$ cat config.mk
export PLATFORM = sky130hd
export DESIGN_NAME = sbus_frame_encoder
export DESIGN_NICKNAME = d
export VERILOG_FILES = /design/src/rtl/sfe_pkg.sv /design/src/rtl/sfe_convert.sv /design/src/rtl/sfe_packer.sv /design/src/rtl/sbus_frame_encoder.sv
export SDC_FILE = /design/constraint.sdc
export NUM_CORES = 1
export LEC_CHECK = 0
export BUFFER_PORTS_ARGS = -buffer_cell sky130_fd_sc_hd__buf_2
export CORE_ASPECT_RATIO = 1.2
export CORE_MARGIN = 10
export CORE_UTILIZATION = 59
export CTS_BUF_LIST = sky130_fd_sc_hd__clkbuf_4 sky130_fd_sc_hd__clkbuf_8
export CTS_CLUSTER_DIAMETER = 50
export CTS_CLUSTER_SIZE = 25
export DETAILED_ROUTE_END_ITERATION = 16
export PLACE_DENSITY = 0.88
export SYNTH_ARGS = -nofsm -noshare
export SYNTH_HDL_FRONTEND = slang
export SYNTH_SLANG_ARGS = --single-unit
$ cat constraint.sdc
create_clock -name clk -period 7.2 [get_ports clk]
set_input_delay 1.44 -clock clk [delete_from_list [all_inputs] [get_ports clk]]
set_output_delay 1.44 -clock clk [all_outputs]
set_load 0.01 [all_outputs]
$ cat src/rtl/sfe_pkg.sv
// ----------------------------------------------------------------------------
// sfe_pkg
// Shared types and constants for the SBUS frame encoder.
// ----------------------------------------------------------------------------
package sfe_pkg;

  localparam int unsigned SLOT_COUNT = 16;
  localparam logic [7:0]  HEADER_BYTE = 8'h0F;
  localparam logic [15:0] MIN_US = 16'd880;
  // Widths at or above this value saturate: (2160 - 880) * 8 / 5 = 2048.
  localparam logic [15:0] SAT_US = 16'd2160;
  localparam logic [10:0] MAX_VALUE = 11'h7FF;
  // ceil(2^18 / 5); exact divide by five for dividends below 2^18.
  localparam logic [15:0] RECIP_5 = 16'd52429;
  localparam int unsigned FLAG_FAILSAFE_BIT = 3;

  // Register indexes on the configuration port.
  localparam logic REG_CHANNELS_USED = 1'b0;
  localparam logic REG_CENTER_WIDTH  = 1'b1;

  localparam logic [4:0]  CHANNELS_RESET = 5'd16;
  localparam logic [15:0] CENTER_RESET   = 16'd1500;

  typedef struct packed {
    logic [15:0] pulse_us;
    logic        failsafe;
  } item_t;

  typedef struct packed {
    logic [7:0] frame_byte;
    logic       last_byte;
  } frame_t;

  // Converted channel value waiting to be packed.
  typedef struct packed {
    logic [10:0] value;
    logic        failsafe;
  } slot_t;

  // Frame settings derived from the configuration registers.
  typedef struct packed {
    logic [4:0]  limit;
    logic [10:0] pad_value;
  } frame_cfg_t;

endpackage

$ cat src/rtl/sfe_convert.sv
// ----------------------------------------------------------------------------
// sfe_convert
// Pulse width in microseconds to 11-bit channel value.
// ----------------------------------------------------------------------------
module sfe_convert import sfe_pkg::*; (
  input  logic [15:0] pulse_us,
  output logic [10:0] value
);

  logic [15:0] offset;
  logic [13:0] scaled;
  logic [29:0] product;

  // Only offsets below 1280 reach the divide, so eight times the offset
  // fits 14 bits.
  assign offset  = pulse_us - MIN_US;
  assign scaled  = {offset[10:0], 3'b000};
  assign product = {16'b0, scaled} * {14'b0, RECIP_5};

  always_comb begin
    if (pulse_us < MIN_US) begin
      value = '0;
    end else if (pulse_us >= SAT_US) begin
      value = MAX_VALUE;
    end else begin
      value = product[28:18];
    end
  end

endmodule

$ cat src/rtl/sfe_packer.sv
// ----------------------------------------------------------------------------
// sfe_packer
// Bit packer and frame sequencer; drives the byte output register.
// ----------------------------------------------------------------------------
module sfe_packer import sfe_pkg::*; (
  input  logic       clk,
  input  logic       rst,
  input  frame_cfg_t cfg,
  input  logic       slot_valid,
  input  slot_t      slot,
  output logic       slot_take,
  output logic       frame_valid,
  input  logic       frame_ready,
  output frame_t     frame
);

  typedef enum logic [2:0] {
    ST_HEADER,
    ST_RUN,
    ST_PAD,
    ST_FLAGS,
    ST_END
  } state_t;

  state_t      state;
  logic [17:0] acc;
  logic [4:0]  held;
  logic [4:0]  channel;
  logic        failsafe;

  logic        can_emit;
  logic        have_byte;
  logic        frame_load;
  logic [10:0] pack_value;
  logic [17:0] acc_packed;
  logic [4:0]  channel_next;

  assign can_emit  = !frame_valid || frame_ready;
  assign have_byte = held >= 5'd8;

  assign pack_value   = (state == ST_PAD) ? cfg.pad_value : slot.value;
  assign acc_packed   = acc | ({7'b0, pack_value} << held[2:0]);
  assign channel_next = channel + 5'd1;

  // Take the waiting slot only when it is packed.
  assign slot_take = (state == ST_RUN) && !have_byte && slot_valid;

  // Load the output register whenever the sequencer sends a byte.
  always_comb begin
    frame_load = 1'b0;
    if (can_emit) begin
      unique case (state)
        ST_HEADER:        frame_load = slot_valid;
        ST_RUN, ST_PAD:   frame_load = have_byte;
        ST_FLAGS, ST_END: frame_load = 1'b1;
        default:          frame_load = 1'b0;
      endcase
    end
  end

  always_ff @(posedge clk) begin
    if (rst) begin
      state       <= ST_HEADER;
      acc         <= '0;
      held        <= '0;
      channel     <= '0;
      failsafe    <= 1'b0;
      frame_valid <= 1'b0;
    end else begin
      frame_valid <= frame_load || (frame_valid && !frame_ready);
      unique case (state)
        ST_HEADER: begin
          if (slot_valid && can_emit) begin
            frame.frame_byte <= HEADER_BYTE;
            frame.last_byte  <= 1'b0;
            state            <= ST_RUN;
          end
        end
        ST_RUN, ST_PAD: begin
          if (have_byte) begin
            if (can_emit) begin
              frame.frame_byte <= acc[7:0];
              frame.last_byte  <= 1'b0;
              acc              <= acc >> 8;
              held             <= held - 5'd8;
            end
          end else if (state == ST_PAD) begin
            if (channel < 5'(SLOT_COUNT)) begin
              acc     <= acc_packed;
              held    <= {2'b0, held[2:0]} + 5'd11;
              channel <= channel_next;
            end else begin
              state <= ST_FLAGS;
            end
          end else if (slot_valid) begin
            acc     <= acc_packed;
            held    <= {2'b0, held[2:0]} + 5'd11;
            channel <= channel_next;
            // Final supplied channel: latch its flag and pad the rest.
            if (channel_next >= cfg.limit) begin
              failsafe <= slot.failsafe;
              state    <= ST_PAD;
            end
          end
        end
        ST_FLAGS: begin
          if (can_emit) begin
            frame.frame_byte <= 8'({failsafe, 3'b000});
            frame.last_byte  <= 1'b0;
            state            <= ST_END;
          end
        end
        ST_END: begin
          if (can_emit) begin
            frame.frame_byte <= 8'h00;
            frame.last_byte  <= 1'b1;
            acc              <= '0;
            held             <= '0;
            channel          <= '0;
            state            <= ST_HEADER;
          end
        end
        default: begin
          state <= ST_HEADER;
        end
      endcase
    end
  end

endmodule

$ cat src/rtl/sbus_frame_encoder.sv
// ----------------------------------------------------------------------------
// sbus_frame_encoder
// Builds 25-byte SBUS frames from channel pulse widths, one channel per request.
// ----------------------------------------------------------------------------
// Each request on the item channel carries one channel pulse width. The width
// is converted to an 11-bit value on entry and held in a one-deep slot; the
// packer folds it into an 18-bit bit accumulator and sends completed bytes,
// least significant bit first, through a single output register at one byte
// per cycle while the output is not stalled. A frame opens with header 0x0F
// when its first channel arrives. After the last supplied channel (channels_used,
// clamped to 1..16) the packer fills the remaining slots with the converted
// center width, then sends the flags byte (bit 3 = failsafe of the last
// supplied channel) and a zero end byte marked by last_byte. Each channel is
// first packed into the accumulator, then every byte it completes is sent;
// the first channel is preceded by the header, and the last one is followed
// by the padded channels and their bytes, the close of the padding and the
// flags and end bytes. Packing and byte output alternate, so the packer sets
// the pace. The slot accepts a new request while the packer still drains
// earlier bytes.
// Registers: 0x0 channels_used (5 bits), 0x4 center_width_us (16 bits); write
// them only between frames.
module sbus_frame_encoder import sfe_pkg::*; (
  input  logic        clk,
  input  logic        rst,
  // configuration port
  input  logic        psel,
  input  logic        penable,
  input  logic        pwrite,
  input  logic [2:0]  paddr,
  input  logic [31:0] pwdata,
  output logic [31:0] prdata,
  output logic        pready,
  // channel widths
  input  logic        item_valid,
  output logic        item_ready,
  input  item_t       item,
  // frame bytes
  output logic        frame_valid,
  input  logic        frame_ready,
  output frame_t      frame
);

  logic [4:0]  channels_used;
  logic [15:0] center_width_us;
  logic [10:0] pad_value;
  frame_cfg_t  cfg;

  logic        slot_valid;
  slot_t       slot;
  logic        slot_take;
  logic [10:0] item_value;
  logic [10:0] center_value;

  // Configuration registers; pready stays high, so a write lands on access.
  assign pready = 1'b1;

  always_ff @(posedge clk) begin
    if (rst) begin
      channels_used   <= CHANNELS_RESET;
      center_width_us <= CENTER_RESET;
    end else if (psel && penable && pwrite) begin
      unique case (paddr[2])
        REG_CHANNELS_USED: channels_used   <= pwdata[4:0];
        REG_CENTER_WIDTH:  center_width_us <= pwdata[15:0];
        default: ;
      endcase
    end
  end

  always_comb begin
    unique case (paddr[2])
      REG_CHANNELS_USED: prdata = {27'b0, channels_used};
      REG_CENTER_WIDTH:  prdata = {16'b0, center_width_us};
      default:           prdata = '0;
    endcase
  end

  // Register the converted pad value to keep the converter off the packer path.
  sfe_convert u_center_convert (
    .pulse_us (center_width_us),
    .value    (center_value)
  );

  always_ff @(posedge clk) begin
    pad_value <= center_value;
  end

  // Clamp the channel count: zero acts as one, above sixteen as sixteen.
  always_comb begin
    cfg.pad_value = pad_value;
    if (channels_used == 5'd0) begin
      cfg.limit = 5'd1;
    end else if (channels_used > 5'(SLOT_COUNT)) begin
      cfg.limit = 5'(SLOT_COUNT);
    end else begin
      cfg.limit = channels_used;
    end
  end

  // Convert on entry and hold the value in the slot until packed.
  sfe_convert u_item_convert (
    .pulse_us (item.pulse_us),
    .value    (item_value)
  );

  assign item_ready = !slot_valid || slot_take;

  always_ff @(posedge clk) begin
    if (rst) begin
      slot_valid <= 1'b0;
    end else if (item_ready) begin
      slot_valid <= item_valid;
    end
  end

  always_ff @(posedge clk) begin
    if (item_valid && item_ready) begin
      slot.value    <= item_value;
      slot.failsafe <= item.failsafe;
    end
  end

  sfe_packer u_packer (
    .clk         (clk),
    .rst         (rst),
    .cfg         (cfg),
    .slot_valid  (slot_valid),
    .slot        (slot),
    .slot_take   (slot_take),
    .frame_valid (frame_valid),
    .frame_ready (frame_ready),
    .frame       (frame)
  );

endmodule

* Word-level counts from Yosys, hierarchy flattened
Cells that the tools add are included.
** Storage, ports and cells
- Register bits after elaboration :: 87
- Input port bits :: 59
** Operators by class
- Add/sub/neg operators :: 5
- $mul :: 2
- Order comparisons :: 8
- Equality and inequality tests :: 17
- Shifts and indexed selects :: 1
- Mux-type cells :: 42
- Bitwise logic cells :: 5
- Reductions and logical operators :: 27
** Operators with widths (count)
- two-way mux 18 bit :: 6
- one-hot mux 32 bit (2 select lines) :: 1
- two-way mux 5 bit :: 12
- multiplier 11 x 16 -> 26 bit, second input constant :: 2
- two-way mux 9 bit :: 5
- one-hot mux 18 bit (2 select lines) :: 1
- one-hot mux 9 bit (4 select lines) :: 1
- two-way mux 11 bit :: 3
- >= comparator 16 x 12 -> 1 bit, second input constant :: 2
- < comparator 16 x 10 -> 1 bit, second input constant :: 2
- two-way mux 3 bit :: 8
- subtractor 11 x 10 -> 11 bit, second input constant :: 2
- one-hot mux 5 bit (2 select lines) :: 2
- OR 18 bit :: 1
- << shifter 11 x 3 -> 18 bit :: 1
- AND reduction 5 bit :: 3
- AND reduction 7 bit :: 2
- one-hot mux 3 bit (4 select lines) :: 1
- != test 2 x 1 -> 1 bit, second input constant :: 5
- logical AND 1 bit :: 7
- equality test 3 x 2 -> 1 bit, second input constant :: 2
- != test 3 x 2 -> 1 bit, second input constant :: 2
- != test 3 bit, second input constant :: 2
- adder 3 x 4 -> 5 bit, second input constant :: 1
- 23 further kinds :: 33

* Longest topological paths before layout
- Depth in word-level cells :: 9
- Depth in mapped cells :: 22
- Depth with buffers taken out :: 20

* By module
Synthesis repeated with hierarchy kept, for this count alone.
** Second synthesis, totals
- Cells, all modules :: 1171
- Area, all modules :: 10413.7 um^2
** Modules (own cells, without submodules)
- sfe_convert at u_item_convert :: instances 1, cells each 357, area an instance 2947.8 um^2, sequential area each 0.0 um^2
- sfe_packer :: instances 1, cells each 337, area an instance 2901.5 um^2, sequential area each 930.9 um^2
- sfe_convert at u_center_convert :: instances 1, cells each 313, area an instance 2717.6 um^2, sequential area each 0.0 um^2
- sbus_frame_encoder :: instances 1, cells each 164, area an instance 1846.8 um^2, sequential area each 1021.0 um^2

* Least setup slack after synthesis
No wires, ideal clock.
- Kind :: in2reg
- Start point :: input item[5] in the netlist's numbering
- End point :: register slot[11] (netlist name)
- Library setup time :: 264 ps
- Data arrival time :: 6296 ps
- Data required time :: 6936 ps
- Slack :: 640 ps
- Stages on the path :: 21
- Path buffers :: 1
- Path through :: ha_1 a21oi_1 nor3_1 nor2_1 xor2_1 inv_1 fa_1 fa_1 inv_1 fa_1 inv_1 fa_1 inv_1 ha_1 clkbuf_1 a21o_1 a311o_1 a21oi_1 nand3_1 a311oi_1 nor3_1
** On the way
- Word-level cells in the longest chain between the ends :: 3
** RTL lines
- start: declaration :: RTL line sbus_frame_encoder.sv:36 : input item_t item,
- subtractor 11 x 10 -> 11 bit :: RTL line sfe_convert.sv:16 : assign offset = pulse_us - MIN_US;
- multiplier 11 x 16 -> 26 bit :: RTL line sfe_convert.sv:18 : assign product = {16'b0, scaled} * {14'b0, RECIP_5};
- two-way mux 11 bit :: RTL line sfe_convert.sv:23 : end else if (pulse_us >= SAT_US) begin
Parallel ways exist; a longest one is shown, timed or not.
A chain may end at the register's enable or synchronous reset.

* Worst setup path after layout
- Start point :: input item[5] in the netlist's numbering
- End point :: register slot[9] (netlist name)
** On the way
- Word-level cells in the longest chain between the ends :: 3
** RTL lines (RTL line)
- subtractor 11 x 10 -> 11 bit :: sfe_convert.sv:16
- multiplier 11 x 16 -> 26 bit :: sfe_convert.sv:18
- two-way mux 11 bit :: sfe_convert.sv:23
Parallel ways exist; a longest one is shown, timed or not.

==> results.py <==
metrics = {
    "synth": {
        "yosysMostFrequentCell": "inv_1",
        "synthDistinctLibCells": 76,
        "synth.top_cell.area_share": 0.182,
        "yosys.area.top_type": "ha_1",
        "syn_inst": 1150,
        "synth.area.top_cells": "ha_1 18%, fa_1 15%, dfxtp_1 13%",
        "synth_area_um2": 10200,
        "synth_edf_count": 21,
        "async_flop_share": 0,
        "seq_area_frac_synth": 0.191,
        "yosys-top-cells-count": "192 x inv_1, 148 x ha_1, 76 x fa_1, 73 x nand2_1, 69 x nor2_1",
        "synth_seq_cells": 87,
        "ys.flop_type": "dfxtp_1",
        "synth_area_per_cell_um2": 8.86,
        "ys_warn_count": 0,
    },
    "floorplan": {
        "initial_core_util": 0.603,
        "core_area_um2": 16900,
        "rows": 52,
        "die_x_um": 140,
        "io_pins": 103,
        "die-area_um2": 23000,
        "die_h_um": 164,
    },
    "power": {
        "leakage_nw": 5.33,
        "p_per_area_nw_per_um2": 369,
        "p_clk_frac": 0.096,
        "p_int_w": 0.00202,
        "p_seq_frac": 0.172,
        "power.total_w": 0.00400,
        "combPwrFrac": 0.732,
        "vdd_drop_max_mv": 0.208,
        "switching_share": 0.496,
        "switchingPower_w": 0.00199,
    },
    "critical_path": {
        "r2r_start": "center_width_us[4]",
        "cp_max_fo": 8,
        "end_kind": "register",
        "crit_start": "item[5]",
        "r2r_cells": 20,
        "crit_required_ps": 7370,
        "r2r-end": "pad_value[10]",
        "reg2reg_slack_ps": 1330,
        "crit_path_start_kind": "input pin",
        "path_class": "input pin to register",
        "crit_path_end": "slot[9]",
        "arrival_ps": 6880,
    },
    "clock_network": {
        "clk_pin_slew_ps": 90,
        "cts_hold_buffers": 0,
        "clk-insertion-delay-late_ps": 380,
        "cts_max_level": 3,
        "ctsResizeCount": 0,
        "cts_root_buf": "clkbuf_8",
        "clockBufferDepth": 2,
        "cts_tree": "yes",
        "cts_inserted_buffers": 9,
        "cts_sinks": 87,
        "cts_setup_buffers": 0,
    },
    "sta": {
        "period_share": 0.932,
        "finalSetupViolCount": 0,
        "min_period_ps": 6710,
        "hold_viol_final": 0,
        "tightest_slew_ps": 1120,
        "max_freq_mhz": 149,
        "finalMaxSlewViolations": 0,
        "setup_tns_ps": 0,
        "slew_headroom": 0.247,
        "fin_skew_ps": 11.5,
        "rsz0062_at_grt": "false",
    },
    "drt": {
        "drc": 0,
        "antenna_left": 0,
        "vias": 8247,
        "routed_wl_um": 22500,
        "first_iter_violations": 462,
        "dr.pass1.iters": 5,
        "viasPerCell": 5.82,
        "post_drt_wl_per_cell_um": 15.9,
    },
    "layout": {
        "fin_nets": 1478,
        "fin_cells": 1416,
        "drive_above_1_share": 0.103,
        "area_growth_pct": 6.52,
        "n_antenna_cell": 0,
        "final_util": 0.642,
    },
    "place": {
        "numPlacedInstances": 1400,
        "portBuffers": 67,
        "dp_hpwl_um": 18600,
        "gp_congestion": 0.904,
    },
    "global_route": {
        "overflow": 0,
        "grt_max_degree": 45,
        "grt_usage": 0.197,
        "grt_pass1_vias": 8452,
        "antenna_found_initial": 0,
        "grt_pass1_wl_um": 38700,
    },
    "run_status": {
        "outcome": "completed",
    },
    "run": {
        "drv_cap": 0,
    },
    "hold_path": {
        "hold_path.class": "register to register",
    },
}
[critical path: stages]
cell and delay, ps:
buf_2 120, ha_1 220, a21oi_1 360, o21a_1 240, nor2_1 80, xor2_1 210, inv_1 90, fa_1 530
buf_4 170, fa_1 490, inv_1 50, fa_1 490, inv_1 50, fa_1 520, inv_1 40, ha_1 420
and4_1 270, and4_1 180, nand4_1 170, a31oi_1 290, mux2i_1 110, a311oi_1 330
[registers in the layout, indices dropped and copies added (netlist names), 3 cells and up]
| register | cells |
|---|---|
| u_packer.acc | 18 |
| center_width_us | 16 |
| slot | 12 |
| pad_value | 11 |
| u_packer.frame | 9 |
| channels_used | 5 |
| u_packer.channel | 5 |
| u_packer.held | 5 |
| u_packer.state | 3 |
[power groups by stage]
stage	clock [W]	combinational, W	sequential (W)
4_1_cts	0.000390	0.00290	0.000687
5_1_grt	0.000408	0.00333	0.000699
2_1_floorplan	0	0.00226	0.000657
6_report	0.000384	0.00293	0.000688
3_3_place_gp	0	0.00278	0.000692
3_5_place_dp	0	0.00287	0.000698
[final cells by class]
type | instances | area (um2)
multi-input combinational | 828 | 7290
fill | 1338 | 6060
sequential | 87 | 1950
inverter | 194 | 728
timing repair buffer | 75 | 395
tap | 216 | 270
clock buffer | 9 | 124
clock inverter | 7 | 103
[cells by family after synthesis]
group	after synthesis	synth area share
other	2	0.000737
buffers and inverters	250	0.0999
AND/OR/NAND/NOR	281	0.139
multiplexers	45	0.0581
adder cells (fa/ha/maj)	227	0.334
XOR/XNOR	24	0.0206
AO/OA/AOI/OAI	234	0.156
flip-flops	87	0.191
[metrics by stage]
step / area, um2 / hold WS, ps / setup WS (ps)
CTS: 10900 / 456 / 521
global placement: 10600 / 441 / 246
global route: 10900 / 476 / 145
finish: 10900 / 464 / 491
floorplan: 10200 / 426 / 640
detailed placement: 10600 / 442 / 116
[cell usage in the layout, fill, tap and decap left out, types with 21 or more instances in the layout]
cell / instances
a21oi_1: 68
buf_2: 67
o21ai_0: 28
nor2_1: 69
inv_1: 192
edfxtp_1: 21
a21o_1: 28
ha_1: 148
nand2_1: 73
mux2i_1: 28
nor3_1: 33
dfxtp_1: 66
fa_1: 76
[metal layers]
layer / track usage / wire length [um]
met1: 0.231 / 9350
met2: 0.364 / 11800
met3: 0.0269 / 996
met4: 0.0564 / 353
met5: 0 / 0
[worst min-delay path by stage]
stage                            end        startpoint  slack [ps]  cells after the start
floorplan           u_packer.acc[10]  u_packer.acc[10]         430                      2
global placement    u_packer.acc[10]  u_packer.acc[10]         440                      2
detailed placement  u_packer.acc[10]  u_packer.acc[10]         440                      2
CTS                 u_packer.acc[10]  u_packer.acc[10]         460                      2
global route        u_packer.acc[10]  u_packer.acc[10]         480                      2
finish              u_packer.acc[10]  u_packer.acc[10]         460                      2
(Power assumes the default switching activity.)
